<file path="src/rtl/core/mmn_ram.sv">
// Generic single-write, single-read RAM with registered read data.
// No dependencies.
module mmn_ram #(
  parameter int WIDTH = 16,
  parameter int DEPTH = 64
) (
  input  logic                                clk,
  input  logic                                wr_en,
  input  logic [(DEPTH > 1 ? $clog2(DEPTH) : 1)-1:0] wr_addr,
  input  logic [WIDTH-1:0]                    wr_data,
  input  logic [(DEPTH > 1 ? $clog2(DEPTH) : 1)-1:0] rd_addr,
  output logic [WIDTH-1:0]                    rd_data
);

  logic [WIDTH-1:0] mem_r [DEPTH];
  logic [WIDTH-1:0] rd_data_r;

  always_ff @(posedge clk) begin
    if (wr_en) begin
      mem_r[wr_addr] <= wr_data;
    end
    rd_data_r <= mem_r[rd_addr];
  end

  assign rd_data = rd_data_r;

endmodule

</file>
<file path="config.mk">
export PLATFORM = sky130hd
export DESIGN_NAME = mmn_ram
export DESIGN_NICKNAME = d
export VERILOG_FILES = /design/src/rtl/core/mmn_ram.sv
export SDC_FILE = /design/constraint.sdc
export NUM_CORES = 1
export LEC_CHECK = 0
export ABC_AREA = 1
export BUFFER_PORTS_ARGS = -buffer_cell sky130_fd_sc_hd__buf_4
export CORE_MARGIN = 3
export CORE_UTILIZATION = 35
export DETAILED_ROUTE_END_ITERATION = 7
export PLACE_DENSITY = 0.59
export SLEW_MARGIN = 20
export SYNTH_ARGS = -nofsm -noshare
export SYNTH_HDL_FRONTEND = slang
export SYNTH_SLANG_ARGS = --single-unit
</file>
<file path="constraint.sdc">
create_clock -name clk -period 4.4 [get_ports clk]
set_clock_uncertainty 0.15 [all_clocks]
set_input_delay 0.66 -clock clk [delete_from_list [all_inputs] [get_ports clk]]
set_output_delay 0.66 -clock clk [all_outputs]
set_load 0.03 [all_outputs]
</file>
Word level (Yosys, flattened, before mapping)
Memories as Yosys holds them, arrays and structs flattened. A register that Yosys moved wholly into a read port is not among the register bits. Cells that the tools add are included.

Add/sub/neg operators: 0. $mul: 0. Divide/modulo/power cells: 0. $lt $le $gt $ge: 0. Equal/unequal tests: 0. Shift operators: 0. Muxes and demuxes: 2. Bitwise logic cells: 0. Reduce and logical (&&, ||, !) cells: 0.

Operators by type and width (number): $mux 1 (2).

Register bits after elaboration: 0. Latch bits: 0. Memory bits (writable): 1024. Bits in read-only memories: 0. Input bits: 30. Output and inout port bits: 16. Logic and storage cells: 3. Memories: 1.

Memory list: mem_r (depth 64, width 16, read ports 1, clocked after Yosys merged registers in 1, wr ports 1, RTL line 15) `logic [WIDTH-1:0] mem_r [DEPTH];`.

Logic depth before layout (Yosys ltp)
Gate-level depths: netlist (run 1).

Depth after elaboration: 2. Gate-level depth with buffers: 12. Gate-level depth less buffers: 9.

Worst setup path before layout (run 1)
OpenSTA, ideal clock, no wires.

Path type: input to register. Start: input wr_en. End: memory mem_r[48][0], enable pin. Setup time: 431 ps. Arrival: 2784 ps. Data required time: 3819 ps. Path slack: 1036 ps. Cell stages on the path: 3. Path buffers: 1. Cell sequence: clkbuf_1 nand4_1 nor4_1.

Word-level cells in the longest chain between the ends: 2.

RTL lines: start: declaration (RTL line 8) `input logic wr_en,`; $mux 1 (RTL line 19) `if (wr_en) begin`; $mux 1 (implied by the code) (RTL line 20) `mem_r[wr_addr] <= wr_data;`; end: declaration (RTL line 15).

Every way passes these cells.

==> results of run 1 <==
sequential cells by signal, indices dropped and copies added (netlist names):
signal / flops
rd_data: 16
mem_r: 1024
cell type report:
| cell class | count | area (um^2) | area share [%] |
|---|---|---|---|
| Antenna cell | 2 | 5.00 | 0.0106 |
| Timing Repair Buffer | 144 | 1310 | 2.77 |
| Inverter | 12 | 71.3 | 0.151 |
| Multi-Input combinational cell | 2240 | 9590 | 20.3 |
| Clock buffer | 148 | 2910 | 6.16 |
| Sequential cell | 1040 | 31100 | 65.7 |
| Clock inverter | 45 | 343 | 0.725 |
| Tap cell | 1600 | 2000 | 4.23 |
logic make-up (layout without fill, tap and decap cells):
| kind of cell | count (synthesis) | after routing | synth area share [%] |
|---|---|---|---|
| flip-flops | 1040 | 1040 | 73.8 |
| other | 0 | 2 | 0 |
| buffers and inverters | 237 | 349 | 3.54 |
| AND/OR/NAND/NOR | 2240 | 2240 | 22.7 |
worst paths after layout:
check / from / endpoint / slack (ns)
setup reg to reg: mem_r[13][3] / rd_data[3] / 2.56
hold reg to reg: mem_r[44][10] / rd_data[10] / 0.63
hold / removal: rd_addr[5] / rd_data[2] / 0.25
setup / recovery: rd_addr[0] / rd_data[3] / 1.65
cells in the final DEF, fill, tap and decap left out:
master / Yosys / layout
buf_12: 0 / 17
buf_4: 19 / 125
buf_8: 1 / 2
bufinv_16: 0 / 4
clkbuf_1: 26 / 35
clkbuf_16: 0 / 109
clkbuf_8: 0 / 4
clkinv_1: 0 / 20
clkinv_2: 0 / 13
clkinv_8: 0 / 2
clkinvlp_4: 0 / 2
dfxtp_1: 16 / 16
diode_2: 0 / 2
edfxtp_1: 1024 / 1024
inv_1: 9 / 8
inv_16: 0 / 1
inv_2: 2 / 1
inv_4: 0 / 1
inv_6: 0 / 4
inv_8: 1 / 1
nand2_1: 1296 / 1296
nand3_1: 871 / 871
nand4_1: 9 / 9
nor2_1: 56 / 56
nor4_2: 0 / 8
per-layer routing:
metal | track usage, % | vias up | routed length [um]
li1 | - | 12446 | -
met1 | 25.3 | 13193 | 49300
met2 | 27.2 | 1010 | 50900
met3 | 5.03 | 191 | 11000
met4 | 5.50 | 6 | 3310
met5 | 0 | - | 32
critical path: cells and delay by family:
family	cells	cell delay (ns)
and+or+nand+nor	8	1.28
buffers and inverters	3	1.06
power groups by stage:
stage	Clock, uW	Sequential [uW]	Combinational (uW)
final	8530	11000	1330
after detailed placement	0	11200	1330
after floorplan	0	11200	734
after global placement	0	11200	1320
after global routing	9050	11000	1450
after CTS	8670	11000	1330
stage by stage:
step           power [uW]  area [um^2]
2_1_floorplan       12000        42100
3_3_place_gp        12500        44000
3_5_place_dp        12600        44000
4_1_cts             21000        47300
5_1_grt             21500        47300
6_report            20900        47300
cell usage after synthesis:
cell type  count  area share, %
nand2_1     1296             12
inv_8          1          0.027
dfxtp_1       16           0.76
edfxtp_1    1024             73
nor2_1        56           0.50
inv_2          2          0.018
buf_6         49            1.3
nand3_1      871             10
buf_2        113            1.3
nand4_1        9           0.13
buf_1         17           0.15
nor4_1         8           0.12
buf_8          1          0.036
buf_4         19           0.34
inv_1          9          0.080
clkbuf_1      26           0.23
==> out/metrics.cfg, run 1 <==
[routing]
via_per_inst=5.13
vias=26846
drtAntennaViolNets=0
dr.pass1.iters=5
drtIter0Drc=2957
post-route-drc-count=0
avgRoutedWirePerCell_um=21.9
wirelength_mm=115

[final_layout]
final_util_pct=39.8
final_nets=3575
syn2layout_area_growth_pct=12.4
instances_no_fill=5231
drive_gt1_share_pct=8.10
fill_cells=11192

[timing]
setup_tns_ns=0
finalSetupViolations=0
tightest_slew_ns=1.05
grt_setup_unrepaired=no
fin_crit_sh_pct=62.4
hold_ws_ns=0.245
slew_viol_final=0
min_period_ns=2.75
fmax_ghz=0.364
relSlewSlack_pct=30.1
hold_viol=0
setup_slack_ns=1.65

[clocking]
hold_buffers=0
cts.sinks=1040
post_cts_resized=0
postCtsSetupBuffers=0
cts_buffers=107
cts.path.max_buffers=3
cts_root_buf=clkbuf_16
clock_latency_ns=0.68
cts_max_level=3
cts_tree=done
clk_pin_slew_ns=0.06

[grt]
grt_pass1_vias=25789
grt_max_degree=191
antenna_found_initial=7
overflow=0
grt_pass1_wl_mm=171
grt.total_usage_pct=18.0

[job]
maxCapViolCount=0

[min_path]
hold_class=in2reg
hold_path_depth=3

[critical_path]
worstPathArrival_ns=3.20
crit_path_max_fanout=182
crit_slowest_cell=buf_4
cp.required_ns=4.85
r2r_cells=8
max_stage_delay_ns=0.46
worstPathCellList=buf_8, inv_16, buf_4, nand2_1, nand3_1, nand3_1, nand2_1, nand2_1, nand3_1, nand3_1, nand2_1
start_kind=input pin
critical_path_class=in2reg
endpoint_kind=register

[pwr]
internal_power_uw=16100
cellLeakagePower_uw=0.0168
seq_power_share_pct=52.8
ir_worst_vdd_uv=299
pwr_density_cell_nw_per_um2=441
p_clk_share_pct=40.8
power_switching_uw=4760
pwr-share-comb_pct=6.4
switching_share_pct=22.8

[status]
status=finished clean

[synthesis]
avgSynthCellArea_um2=12.0
ys_seq_area_share_pct=73.8
synth_nets=3547
synth_area_um2=42100
synth-seq-cells=1040
synth_cell_types=16
ys_warn_count=0
syn_inst=3517

[die]
core-area_um2=119000
pin_count=46
die_h_um=353
chipWidth_um=353
dieArea_um2=124000
row_count=126
start_util_pct=35.5

[place]
dpl.hpwl_mm=60.5
numPortBuffers=45
place_inst=5036
globalplace.congestion=0.888
post-place-ws_ns=1.07

Note: power is estimated with default switching activity, not from simulation.
==> inputs of run 2 (changes only) <==
- clock period: 4.4 -> 2.7 ns (I/O delays scaled with it)
==> run 2 against run 1 <==
  * Critical path depth shrank 10
  * Design area rose by 1.9%
  * Sequential share of layout area fell by 1.2 points
  * Critical path type is now reg2out
  * Clock power up 63%
  * Via count rose by 2.0%
  * Total power up 63%
  * Global-route usage grew 0.13 points
  * Routed wire length rose by 1.3%
  * Worst hold slack worse by 0.10 ns
  * Combinational power increased by 74%
  * First-iteration DRC count down 6.2%
  * Die area did not move
==> out/metrics.cfg, run 2 (same netlist as run 1, synthesis figures left out) <==
[pwr]
cellLeakagePower_uw=0.0173  ; was 0.0168 uW
power_switching_uw=7930  ; was 4760 uW
seq_power_share_pct=52.6  ; was 52.8%
pwr_density_cell_nw_per_um2=708  ; was 441 nW/um^2
ir_worst_vdd_uv=602  ; was 299 uV
internal_power_uw=26200  ; was 16100 uW
switching_share_pct=23.2  ; was 22.8%
pwr-share-comb_pct=6.8  ; was 6.4%
p_clk_share_pct=40.7  ; was 40.8%

[critical_path]
crit_path_max_fanout=1  ; was 182
critical_path_class=reg2out  ; was in2reg
crit_slowest_cell=dfxtp_1  ; was buf_4
regToRegSetupSlack_ns=0.92  ; was 2.56 ns
start_kind=register  ; was input pin
crit_family=flip-flops  ; was simple AND/OR/NAND/NOR gates
worstPathCellList=buf_4  ; was buf_8, inv_16, buf_4, nand2_1, nand3_1, nand3_1, nand2_1, nand2_1, nand3_1, nand3_1, nand2_1
cp.required_ns=2.14  ; was 4.85 ns
r2r_start=mem_r[59][14]  ; was mem_r[13][3]
critPathBufInv=1  ; was 3
worstPathArrival_ns=1.59  ; was 3.20 ns
timing.rr.end=rd_data[14]  ; was rd_data[3]
r2r_cells=8  ; unchanged
max_stage_delay_ns=0.65  ; was 0.46 ns
endpoint_kind=output pin  ; was register

[timing]
fin_crit_sh_pct=79.5
finalSetupViolations=0  ; unchanged
relSlewSlack_pct=39.6  ; was 30.1%
setup_slack_ns=0.553  ; was 1.65 ns
setup_tns_ns=0  ; unchanged
grt_setup_unrepaired=no  ; unchanged
hold_viol=0  ; unchanged
fmax_ghz=0.466
tightest_slew_ns=0.906  ; was 1.05 ns
min_period_ns=2.15
slew_viol_final=0  ; unchanged

[final_layout]
final_cell_mix=nand2_1 (1296), edfxtp_1 (1024), nand3_1 (871)  ; unchanged
max_flop_register=mem_r  ; unchanged
syn2layout_area_growth_pct=14.5  ; was 12.4%
fill_cells=11061  ; was 11192
drive_gt1_share_pct=10.5  ; was 8.10%
final_util_pct=40.6  ; was 39.8%
final_nets=3665  ; was 3575
mostFrequentLayoutCell=nand2_1  ; unchanged
largest_reg_flops=1024  ; unchanged
finalInstanceArea_um2=48200  ; was 47300 um^2

[place]
post-place-ws_ns=0.130  ; was 1.07 ns
place_area_um2=44900  ; was 44000 um^2
dpl.hpwl_mm=66.5  ; was 60.5 mm
globalplace.congestion=0.879  ; was 0.888
numPortBuffers=45  ; unchanged

[min_path]
hp-start=rd_addr[3]  ; was rd_addr[5]
hold_path_depth=6  ; was 3
holdPathEnd=rd_data[5]  ; was rd_data[2]
hold_class=in2reg  ; unchanged

[die]
die_h_um=353  ; unchanged
pin_count=46  ; unchanged
row_count=126  ; unchanged
core-area_um2=119000  ; unchanged
chipWidth_um=353  ; unchanged
dieArea_um2=124000  ; unchanged
start_util_pct=35.5  ; unchanged

[clocking]
clock_latency_ns=0.68  ; about the same
post_cts_resized=0  ; unchanged
cts.path.max_buffers=3  ; unchanged
cts.sinks=1040  ; unchanged
cts_max_level=3  ; unchanged
cts_root_buf=clkbuf_16  ; unchanged
clk_pin_slew_ns=0.06  ; about the same
cts_buffers=108  ; was 107
cts_tree=done  ; unchanged

[routing]
wirelength_mm=116  ; was 115 mm
dr.pass1.iters=5  ; unchanged
vias=27386  ; was 26846
drtAntennaViolNets=0  ; unchanged
via_per_inst=5.14  ; was 5.13
avgRoutedWirePerCell_um=21.8  ; was 21.9 um
drtIter0Drc=2775  ; was 2957
post-route-drc-count=0  ; unchanged

[grt]
grt.total_usage_pct=18.2  ; was 18.0%
grt_max_degree=100  ; was 191
grt_pass1_vias=25927  ; was 25789
antenna_found_initial=1  ; was 7
grt_pass1_wl_mm=172  ; was 171 mm
overflow=0  ; unchanged

[job]
maxCapViolCount=0  ; unchanged

[status]
status=finished clean  ; unchanged

run 2: cell type report:
class,count,area [um^2],area share [%]
timing repair buffer,233,2220,4.60
inverter,12,71.3,0.148
tap,1600,2000,4.15
multi-input combinational,2240,9590,19.9
clock inverter,66,419,0.869
clock buffer,135,2830,5.88
antenna,1,2.50,0.00519
sequential,1040,31100,64.5
run 2: stage by stage:
stage / power, uW / hold slack, ns / std cells
3_3_place_gp: 20600 / 0.649 / 5124
5_1_grt: 35200 / 0.160 / 5326
2_1_floorplan: 19500 / 0.354 / 3517
4_1_cts: 34400 / 0.118 / 5326
6_report: 34100 / 0.145 / 5327
3_5_place_dp: 20600 / 0.657 / 5124
run 2: worst max path at each step:
stage	start	end	depth (start not counted)
after detailed placement	rd_addr[0]	rd_data[0]	11
after floorplan	wr_en	mem_r[48][0]	3
final	rd_data[10]	rd_data[10]	1
after global placement	rd_addr[0]	rd_data[2]	11
after global routing	rd_data[10]	rd_data[10]	1
after CTS	rd_data[10]	rd_data[10]	1
run 2: power by group through the flow:
stage               Sequential [uW]  Combinational, uW  Clock (uW)
finish                        17900               2310       13900
global route                  17900               2510       14700
CTS                           17900               2320       14100
detailed placement            18300               2320           0
global placement              18300               2300           0
floorplan                     18300               1200           0
run 2: metal layers:
layer  up-vias  GRT usage (%)  routed length, um
met5         -              0                  0
met4         0           4.72               2910
met3       155           3.58               8990
met2       989           28.3              53000
met1     13604           26.1              51200
li1      12638              -                  -
run 2: what timing repair did:
action                                 in CTS  in global routing
hold buffers                                1                  0
setup buffers                               0                  0
endpoints found under the hold margin       5                  0
