## src/rtl/core/mmn_pkg.sv

```systemverilog
// Shared types and constants for the min-max column normalizer.
// No dependencies; every other file but mmn_ram imports this package.
package mmn_pkg;

  localparam int SAMPLE_W = 16;
  localparam int SCALED_W = 16;
  localparam int DIV_STEPS = 16;
  localparam int STEP_W = $clog2(DIV_STEPS);

  // Full scale of the Q1.15 result: 1.0
  localparam logic [SCALED_W-1:0] SCALED_ONE = 16'h8000;

  typedef enum logic [2:0] {
    ST_LOAD,
    ST_READ,
    ST_PREP,
    ST_DIV,
    ST_OUT
  } mmn_state_t;

  typedef struct packed {
    logic                start;
    logic [SAMPLE_W-1:0] numer;
    logic [SAMPLE_W-1:0] denom;
  } mmn_div_ctrl_t;

  typedef struct packed {
    logic                busy;
    logic                done;
    logic [SCALED_W-1:0] quot;
  } mmn_div_stat_t;

endpackage

```

## src/rtl/core/mmn_div.sv

```systemverilog
// Iterative restoring divider: one quotient bit per cycle while busy; a start is taken only when idle.
// Computes floor(numer * 2^15 / denom) given numer <= denom; uses mmn_pkg.
module mmn_div import mmn_pkg::*; (
  input  logic          clk,
  input  logic          rst_n,
  input  mmn_div_ctrl_t ctrl,
  output mmn_div_stat_t stat
);

  logic [SAMPLE_W-1:0] rem_r, rem_nxt;
  logic [SAMPLE_W-1:0] den_r, den_nxt;
  logic [SCALED_W-1:0] quo_r, quo_nxt;
  logic                lsb_r, lsb_nxt;
  logic [STEP_W-1:0]   cnt_r, cnt_nxt;
  logic                busy_r, busy_nxt;
  logic                done_r, done_nxt;
  logic [SAMPLE_W:0]   trial;
  logic                q_bit;

  always_comb begin
    // Shift the low numerator bit in on the first step, zeros after.
    trial = {rem_r, (cnt_r == '0) ? lsb_r : 1'b0};
    q_bit = (trial >= {1'b0, den_r});
  end

  always_comb begin
    rem_nxt  = rem_r;
    den_nxt  = den_r;
    quo_nxt  = quo_r;
    lsb_nxt  = lsb_r;
    cnt_nxt  = cnt_r;
    busy_nxt = busy_r;
    done_nxt = 1'b0;
    if (busy_r) begin
      rem_nxt = q_bit ? SAMPLE_W'(trial - {1'b0, den_r}) : trial[SAMPLE_W-1:0];
      quo_nxt = {quo_r[SCALED_W-2:0], q_bit};
      cnt_nxt = cnt_r + STEP_W'(1);
      if (cnt_r == STEP_W'(DIV_STEPS - 1)) begin
        busy_nxt = 1'b0;
        done_nxt = 1'b1;
      end
    end else if (ctrl.start) begin
      // Upper part of numer * 2^15 seeds the remainder.
      rem_nxt  = {1'b0, ctrl.numer[SAMPLE_W-1:1]};
      lsb_nxt  = ctrl.numer[0];
      den_nxt  = ctrl.denom;
      quo_nxt  = '0;
      cnt_nxt  = '0;
      busy_nxt = 1'b1;
    end
  end

  always_ff @(posedge clk) begin
    if (!rst_n) begin
      busy_r <= 1'b0;
      done_r <= 1'b0;
      cnt_r  <= '0;
    end else begin
      busy_r <= busy_nxt;
      done_r <= done_nxt;
      cnt_r  <= cnt_nxt;
    end
    rem_r <= rem_nxt;
    den_r <= den_nxt;
    quo_r <= quo_nxt;
    lsb_r <= lsb_nxt;
  end

  assign stat.busy = busy_r;
  assign stat.done = done_r;
  assign stat.quot = quo_r;

`ifndef SYNTHESIS
  a_start_busy: assert property (@(posedge clk) disable iff (!rst_n)
    ctrl.start && !busy_r |=> busy_r && cnt_r == '0)
    else $error("divider did not start");
  a_last_step_done: assert property (@(posedge clk) disable iff (!rst_n)
    busy_r && cnt_r == STEP_W'(DIV_STEPS - 1) |=> done_r && !busy_r)
    else $error("divider missed its done pulse");
  a_done_pulse: assert property (@(posedge clk) disable iff (!rst_n)
    done_r |=> !done_r)
    else $error("done held longer than one cycle");
`endif

endmodule

```

## config.mk

```make
export PLATFORM = sky130hd
export DESIGN_NAME = mmn_div
export DESIGN_NICKNAME = d
export VERILOG_FILES = /design/src/rtl/core/mmn_pkg.sv /design/src/rtl/core/mmn_div.sv
export SDC_FILE = /design/constraint.sdc
export NUM_CORES = 1
export LEC_CHECK = 0
export ABC_AREA = 1
export BUFFER_PORTS_ARGS = -buffer_cell sky130_fd_sc_hd__buf_2
export CAP_MARGIN = 20
export CELL_PAD_IN_SITES_DETAIL_PLACEMENT = 1
export CELL_PAD_IN_SITES_GLOBAL_PLACEMENT = 2
export CORE_MARGIN = 3
export CORE_UTILIZATION = 32
export CTS_BUF_LIST = sky130_fd_sc_hd__clkbuf_4 sky130_fd_sc_hd__clkbuf_8
export CTS_CLUSTER_SIZE = 40
export DETAILED_ROUTE_END_ITERATION = 6
export GPL_ROUTABILITY_DRIVEN = 0
export PLACE_DENSITY = 0.81
export REMOVE_ABC_BUFFERS = 1
export SETUP_SLACK_MARGIN = 0.15
export SYNTH_ARGS = -nofsm -noshare
export SYNTH_HDL_FRONTEND = slang
export SYNTH_SLANG_ARGS = --single-unit
```

## constraint.sdc

```tcl
create_clock -name clk -period 2.24 [get_ports clk]
set_clock_uncertainty 0.2 [all_clocks]
set_input_delay 0 -clock clk [delete_from_list [all_inputs] [get_ports clk]]
set_output_delay 0 -clock clk [all_outputs]
set_load 0.02 [all_outputs]
```

Yosys cells after proc, flatten, opt, wreduce, memory -nomap -nowiden
Index checks and enable logic that the tools add are counted.
{"block": "totals", "ff_bits": 55, "latchBits": 0, "ramBits": 0, "romBits": 0, "inputBits": 35, "out_inout_bits": 18, "word_cells": 28, "mem_count": 0}
{"block": "op_classes", "addsub": 2, "multipliers": 0, "n_div": 0, "n_lt_le_gt_ge": 1, "eq_ne": 1, "shifts": 0, "n_mux": 12, "bitwise": 1, "reduce_logical": 4}
{"op": "two-way mux 16 bit", "count": 5}
{"op": "greater-or-equal comparator 17 x 16 -> 1 bit", "count": 1}
{"op": "subtractor 16 bit", "count": 1}
{"op": "two-way mux 4 bit", "count": 2}
{"op": "two-way mux 1 bit", "count": 5}
{"op": "adder 4 x 1 -> 4 bit (second input constant)", "count": 1}
{"op": "== test 4 bit (second input constant)", "count": 1}
{"op": "logical NOT 4 bit", "count": 1}
{"op": "AND reduction 2 bit", "count": 2}
{"op": "nonzero test 2 bit", "count": 1}
{"op": "inverter 1 bit", "count": 1}

Depth between registers and ports, before layout
Gate-level depths: netlist (run 1).
{"block": "logic_depth", "depth_word": 5, "ltp_mapped": 17, "mapped_depth_nobuf": 17}

Worst setup path after synthesis (run 1)
OpenSTA, ideal clock, no wires.
{"block": "synth_timing", "path_kind": "register to register", "from": "register cnt_r[0]", "to": "register rem_r[8] (data pin)", "setup_ns": 0.252, "arrival_ns": 1.940, "required_time_ns": 1.788, "slack_ns": -0.153, "stages_incl_launch_ff": 14, "n_path_buf": 0, "synth_period_minus_slack_ns": 2.393, "path_cell_list": "dfxtp_1 > inv_1 > ha_1 > nand3_1 > ha_1 > inv_1 > fa_1 > nand2_1 > a21oi_1 > a21oi_1 > xor2_1 > nand2_2 > nand3_2 > nand2_1"}
{"block": "synth_between", "elab_chain_cells": 5, "elab_cells_between_ends": 6, "classes_between": "1 x add/sub; 1 x order compare; 3 x mux; 1 x reduce/logical"}
{"item": "start, declared", "line_no": "mmn_div.sv:14", "rtl": "logic [STEP_W-1:0] cnt_r, cnt_nxt;"}
{"item": "start signal, assigned", "line_no": "mmn_div.sv:61", "rtl": "cnt_r <= cnt_nxt;"}
{"item": "logical NOT 4 bit (*)", "line_no": "mmn_div.sv:22", "rtl": "trial = {rem_r, (cnt_r == '0) ? lsb_r : 1'b0};"}
{"item": "two-way mux 1 bit (*)", "line_no": "mmn_div.sv:22"}
{"item": "subtractor 16 bit or greater-or-equal comparator 17 x 16 -> 1 bit (tied branches)", "line_no": "mmn_div.sv:35, mmn_div.sv:23"}
{"item": "two-way mux 16 bit (*)", "line_no": "mmn_div.sv:35", "rtl": "rem_nxt = q_bit ? SAMPLE_W'(trial - {1'b0, den_r}) : trial[SAMPLE_W-1:0];"}
{"item": "two-way mux 16 bit (*)", "line_no": "mmn_div.sv:34", "rtl": "if (busy_r) begin"}
{"item": "net rem_nxt[8]", "line_no": "mmn_div.sv:10", "rtl": "logic [SAMPLE_W-1:0] rem_r, rem_nxt;"}
{"item": "end signal, assigned", "line_no": "mmn_div.sv:63", "rtl": "rem_r <= rem_nxt;"}
{"item": "end, declared", "line_no": "mmn_div.sv:10"}
Mark *: on every way through the listed nets, which the timed path passes. The rest lies on a longest branch.
A chain may end at the register's enable or synchronous reset.

Final worst setup path (run 1)
{"block": "layout_timing", "from": "register cnt_r[0]", "to": "register rem_r[14] (data pin)"}
The elaborated chain is that of the path after synthesis.

==> results.txt, run 1 <==
PortBufs: 52
Die area: 12,560 um^2
Placed wire-length estimate: 7479 um
# IOs: 53
Req. time, crit path: 2240 ps
P&R area growth vs syn: 50.49%
Max_slew headroom: 44.12%
Run status: complete, but fails checks
PwrDens: 679.2 nW/um^2
Largest net degree at the start of global routing: 25
Total grt overflow: 0
#FFs+latches synth: 55
Minimum clock period: 2367 ps
RSZ-0062 raised after global routing: yes
Failing checks: setup timing
Clock Latency Late Sink: 340 ps
Worst Setup End Kind: flip-flop
Global-route wire length before repair: 18,390 um
FILL cells: 1,293
Initial antenna violation count: 0
Slowest-stage cell, CP: dfxtp_2
Final Cycle Share: 105.7%
TritonCTS clock tree: built
Crit path launch type: flip-flop
Routed via count: 3,305
WS Path Type: flip-flop to flip-flop
Final wirelength: 11,310 um
Synth area leaders: edfxtp_1, nand2_1, inv_1, ha_1, nand3_2
Synthesis Warnings: 0
# rows: 38
Max Cap Viol: 0
Worst Slack Setup Final: -127.4 ps
Final TNS setup: -1220 ps
H-tree Lvls: 2
Drc violations: 0
Leading area contributor after synthesis: edfxtp_1
Root buf cell: clkbuf_8
Number of iterations in the first detailed-routing pass: 4
WL per Instance: 15.60 um
Core area: 10,940 um^2
Initial drt markers: 116
Share of the synthesized area in the top cell type: 40.86%
Post-Synthesis Cells: 434
Unique masters post-synth: 39
CTS buffer count: 5
Number of global-route vias before repair: 3,744
Vias per inst: 4.559
GRT Resource Usage Total: 18.39%
Family with the most delay on the worst path: simple AND/OR/NAND/NOR gates
Mean Syn Cell Area: 8.297 um^2
Pre-CTS WS: -292.2 ps
Most common library cell in the layout ignoring fill and taps: nand2_1
Chip height: 112.1 um
Worst Path Buf+Inv: 4
Pleak: 0.002666 uW
Worst-path cell chain: inv_2 -> ha_4 -> nand3_4 -> ha_4 -> nand2_4 -> nor2_4 -> nand3_2 -> o21ai_2 -> nor2_4 -> buf_12 -> buf_12 -> buf_12 -> nand3_2 -> nand3_1 -> nand2_1
Worst Tran Pin Value: 837.2 ps
Critical path's largest stage delay: 340 ps
Initial core utilization: 32.93%
Cell area after synthesis: 3601 um^2
Worst path depth: 15
CP most frequent cell: buf_12
Post-synthesis sequential area ratio: 44.20%
Most frequent cells in the layout: nand2_1, inv_1, buf_4
Worst reg2reg path depth: 15
Nets@finish: 638
Fmax: 422.4 MHz
ANT cells: 0
Reg clk slew, reported paths: 120 ps
Total power: 3681 uW
Final Hold Vio Count: 0
Layout cells sized above 1: 42.56%
# setup viols final: 16
Final Max Slew Viols: 0
Die Width: 112.1 um
Hold path cells: 2
Max VDD drop: 377.7 uV
CP Data Arrival Time: 2370 ps
Worst hold path class: input port to flip-flop
CTS max path bufs: 2
# clock sinks: 55
Final antenna-violating net count: 0
CP max FO: 5
[synth_stat cells, drive strengths merged]
cell	instances
o211ai	1
fa	1
nand2	149
nor4	1
inv	92
or2	2
ha	18
a22oi	1
nor3	1
o21ai	4
dfxtp	6
nand3	45
clkinv	1
nand4	3
a211oi	1
a21oi	16
clkbuf	1
xor2	2
nand3b	1
buf	9
edfxtp	49
and2	2
nor2	23
xnor2	5
[final cells by class]
type | count | area (um^2) | area share [%]
clock buffers | 6 | 82.58 | 1.524
inverters | 93 | 351.6 | 6.488
repair buffers | 152 | 1195 | 22.05
clock inverters | 2 | 20.02 | 0.3694
multi-input cells | 277 | 2001 | 36.92
flip-flops and latches | 55 | 1594 | 29.42
well taps | 140 | 175.2 | 3.233
[per-layer routing]
metal / wire length [um] / part of all wire [%] / track usage [%] / up-vias
met5: 0 / 0 / 0 / -
met4: 258 / 2.3 / 6.090 / 0
met3: 304 / 2.7 / 2.588 / 18
met2: 5739 / 51 / 33.09 / 57
met1: 5007 / 44 / 22.59 / 1577
li1: - / - / - / 1653
[flip-flops by register name, summed over array words and instances, names as in the netlist]
signal,cells
done_r,1
lsb_r,1
rem_r,16
quo_r,16
den_r,16
busy_r,1
cnt_r,4
[worst reg2reg max path, stage by stage, from the launching register on]
cell and delay [ps]:
dfxtp_2 340, inv_2 80, ha_4 150, nand3_4 80, ha_4 300, nand2_4 60
nor2_4 80, nand3_2 70, o21ai_2 200, nor2_4 80, buf_12 140, buf_12 110
buf_12 130, nand3_2 70, nand3_1 80, nand2_1 70
[cells by family (layout without fill, tap and decap cells)]
logic type	count (synthesis)	after routing	share of synthesized area [%]
AOI/OAI and AO/OA	23	23	3.927
buffers and inverters	103	253	12.06
DFF	55	55	44.20
and+or+nand+nor	227	228	31.31
adders and majority gates	19	19	6.810
xor gates and xnor gates	7	7	1.703
[through the flow]
stage          instance area [um^2]  util (%)  cells  hold slack (ps)
6_report                       5419     49.55    725            163.9
5_1_grt                        5419     49.55    725            165.3
4_1_cts                        5229     47.81    717            160.6
3_5_place_dp                   4302     39.34    661           -21.03
3_3_place_gp                   4302     39.34    661           -23.78
2_1_floorplan                  3516         -    424           -101.1
[final timing paths]
path                   from         to  slack, ps
setup / recovery   cnt_r[0]  rem_r[14]       -130
hold / removal      ctrl[2]   den_r[2]        160
setup reg to reg   cnt_r[0]  rem_r[14]       -130
hold reg to reg   quo_r[10]  quo_r[11]        350
[what timing repair did]
item / in CTS / in global routing
setup buffers: 10 / 8
setup endpoints to repair: 17 / 18
hold buffers: 35 / 0
endpoints found under the hold margin: 38 / 0
gates resized for setup: 63 / 31
cloned: 3 / 0
pin swaps: 20 / 18
[where the power goes]
part           internal (uW)  leakage [uW]  switching, uW
clock                    262     0.0000533            381
combinational            805       0.00207            930
sequential              1240      0.000545           65.4
Power figures use the tool's default switching activity.
==> run 2, diff against run 1 <==
Settings changed: PLACE_DENSITY 0.81 to 0.83.
==> run 2 against run 1 <==
The flow still finishes with violations (setup timing). Maximum frequency is 0.98% lower. Cell count grew 0.14%. Register-to-register slack got worse by 20 ps. Clock power shrank 5.6%. Critical endpoint unchanged. Largest power group unchanged.
==> results.txt, run 2 (synthesized netlist as in run 1, its figures left out) <==
Worst Slack Setup Final: -150.9 ps
WL per Instance: 15.40 um
TritonCTS clock tree: built
Max_slew headroom: 66.90%
Final Max Slew Viols: 0
Chip height: 112.1 um
PortBufs: 52
Max Cap Viol: 0
Routed via count: 3,356
Minimum hold slack: 161.5 ps
Worst Tran Pin Value: 493.4 ps
CP Data Arrival Time: 2300 ps
CTS buffer count: 5
Fmax: 418.3 MHz
Total grt overflow: 0
Critical path's largest stage delay: 420 ps
Final antenna-violating net count: 0
Final Cycle Share: 106.7%
Core area: 10,940 um^2
WS Path Type: flip-flop to flip-flop
Number of iterations in the first detailed-routing pass: 4
Die area: 12,560 um^2
Most frequent cells in the layout: nand2_1, inv_1, buf_2, buf_4, edfxtp_1
Drc violations: 0
Pleak: 0.002700 uW
Number of global-route vias before repair: 3,646
Run status: complete, but fails checks
Initial core utilization: 32.93%
Reg clk slew, reported paths: 110 ps
Biggest regs: den_r x16, quo_r x16, rem_r x16
Worst Setup End Kind: flip-flop
Req. time, crit path: 2150 ps
# IOs: 53
CP most frequent cell: nand2_4
Max VDD drop: 452.8 uV
Final Hold Vio Count: 0
PwrDens: 663.8 nW/um^2
Final wirelength: 11,180 um
ANT cells: 0
Worst-path cell chain: inv_2 -> ha_4 -> nand3_4 -> ha_4 -> inv_2 -> fa_2 -> nand2_4 -> nand2_2 -> nand3_2 -> nand2_4 -> nand2_4 -> nand3_2 -> nand2_2 -> nand2_1 -> nand3_1 -> nand2_1
H-tree Lvls: 2
Placed wire-length estimate: 7456 um
Minimum clock period: 2391 ps
# rows: 38
Initial drt markers: 140
Largest net degree at the start of global routing: 27
Layout cells sized above 1: 42.32%
Slowest-stage cell, CP: fa_2
CP max FO: 3
Die Width: 112.1 um
Global-route wire length before repair: 17,620 um
Clock Latency Late Sink: 340 ps
Root buf cell: clkbuf_8
Crit path launch type: flip-flop
Vias per inst: 4.623
# setup viols final: 16
GRT Resource Usage Total: 17.55%
Most common library cell in the layout ignoring fill and taps: nand2_1
# clock sinks: 55
Failing checks: setup timing
P&R area growth vs syn: 51.32%
RSZ-0062 raised after global routing: yes
Initial antenna violation count: 0
Final core occ: 49.83%
Worst hold path class: input port to flip-flop
Nets@finish: 639
CTS max path bufs: 2
==> run 2: worst paths after layout <==
path | cells after the start | slack, ps | startpoint | to
setup / recovery | 16 | -150 | cnt_r[1] | rem_r[14]
hold / removal | 2 | 160 | ctrl[16] | lsb_r
setup reg to reg | 16 | -150 | cnt_r[1] | rem_r[14]
hold reg to reg | 2 | 340 | quo_r[14] | quo_r[15]
==> run 2: critical path, delay by kind of cell (launching register included) <==
kind          cells  cell delay, ps
fa+ha+maj         3             710
simple gates     11             810
buf+inv           2              90
flops             1             350
==> run 2: cell type report <==
class,instances,area [um^2]
multi-input combinational,277,2016
tap,140,175.2
clock buffer,6,76.32
sequential,55,1594
clock inverter,2,15.01
inverter,93,349.1
fill,1320,5487
timing repair buffer,153,1224
==> run 2: routing by layer <==
metal / vias to the layer above / routed length [um] / part of all wire, % / track usage (%)
li1: 1659 / - / - / -
met4: 0 / 117 / 1.0 / 3.766
met3: 9 / 388 / 3.5 / 3.396
met2: 54 / 5835 / 52 / 32.02
met1: 1634 / 4838 / 43 / 21.45
met5: - / 0 / 0 / 0
==> run 2: timing repair <==
| action | in CTS | in global routing |
|---|---|---|
| hold buffers | 34 | 0 |
| pin swaps | 25 | 27 |
| hold endpoints to repair | 38 | 0 |
| gates cloned | 2 | 0 |
| gates resized for setup | 55 | 46 |
| setup buffers | 18 | 12 |
| setup endpoints to repair | 17 | 17 |
==> run 2: metrics by stage <==
| stage | cells | setup TNS [ps] | power, uW | area (um^2) | setup WS [ps] |
|---|---|---|---|---|---|
| 2_1_floorplan | 424 | -23590 | 2078 | 3516 | -561.2 |
| 3_3_place_gp | 652 | -1858 | 2479 | 4259 | -209.4 |
| 3_5_place_dp | 652 | -3380 | 2516 | 4259 | -370.1 |
| 4_1_cts | 714 | -712.3 | 3410 | 5144 | -130.6 |
| 5_1_grt | 726 | -2520 | 3853 | 5449 | -282.3 |
| 6_report | 726 | -1108 | 3617 | 5449 | -150.9 |
==> run 2: power by group <==
part	internal [uW]	switching [uW]	leakage, uW
registers	1240	64.3	0.000545
clock network	239	368	0.0000495
logic	780	929	0.00210
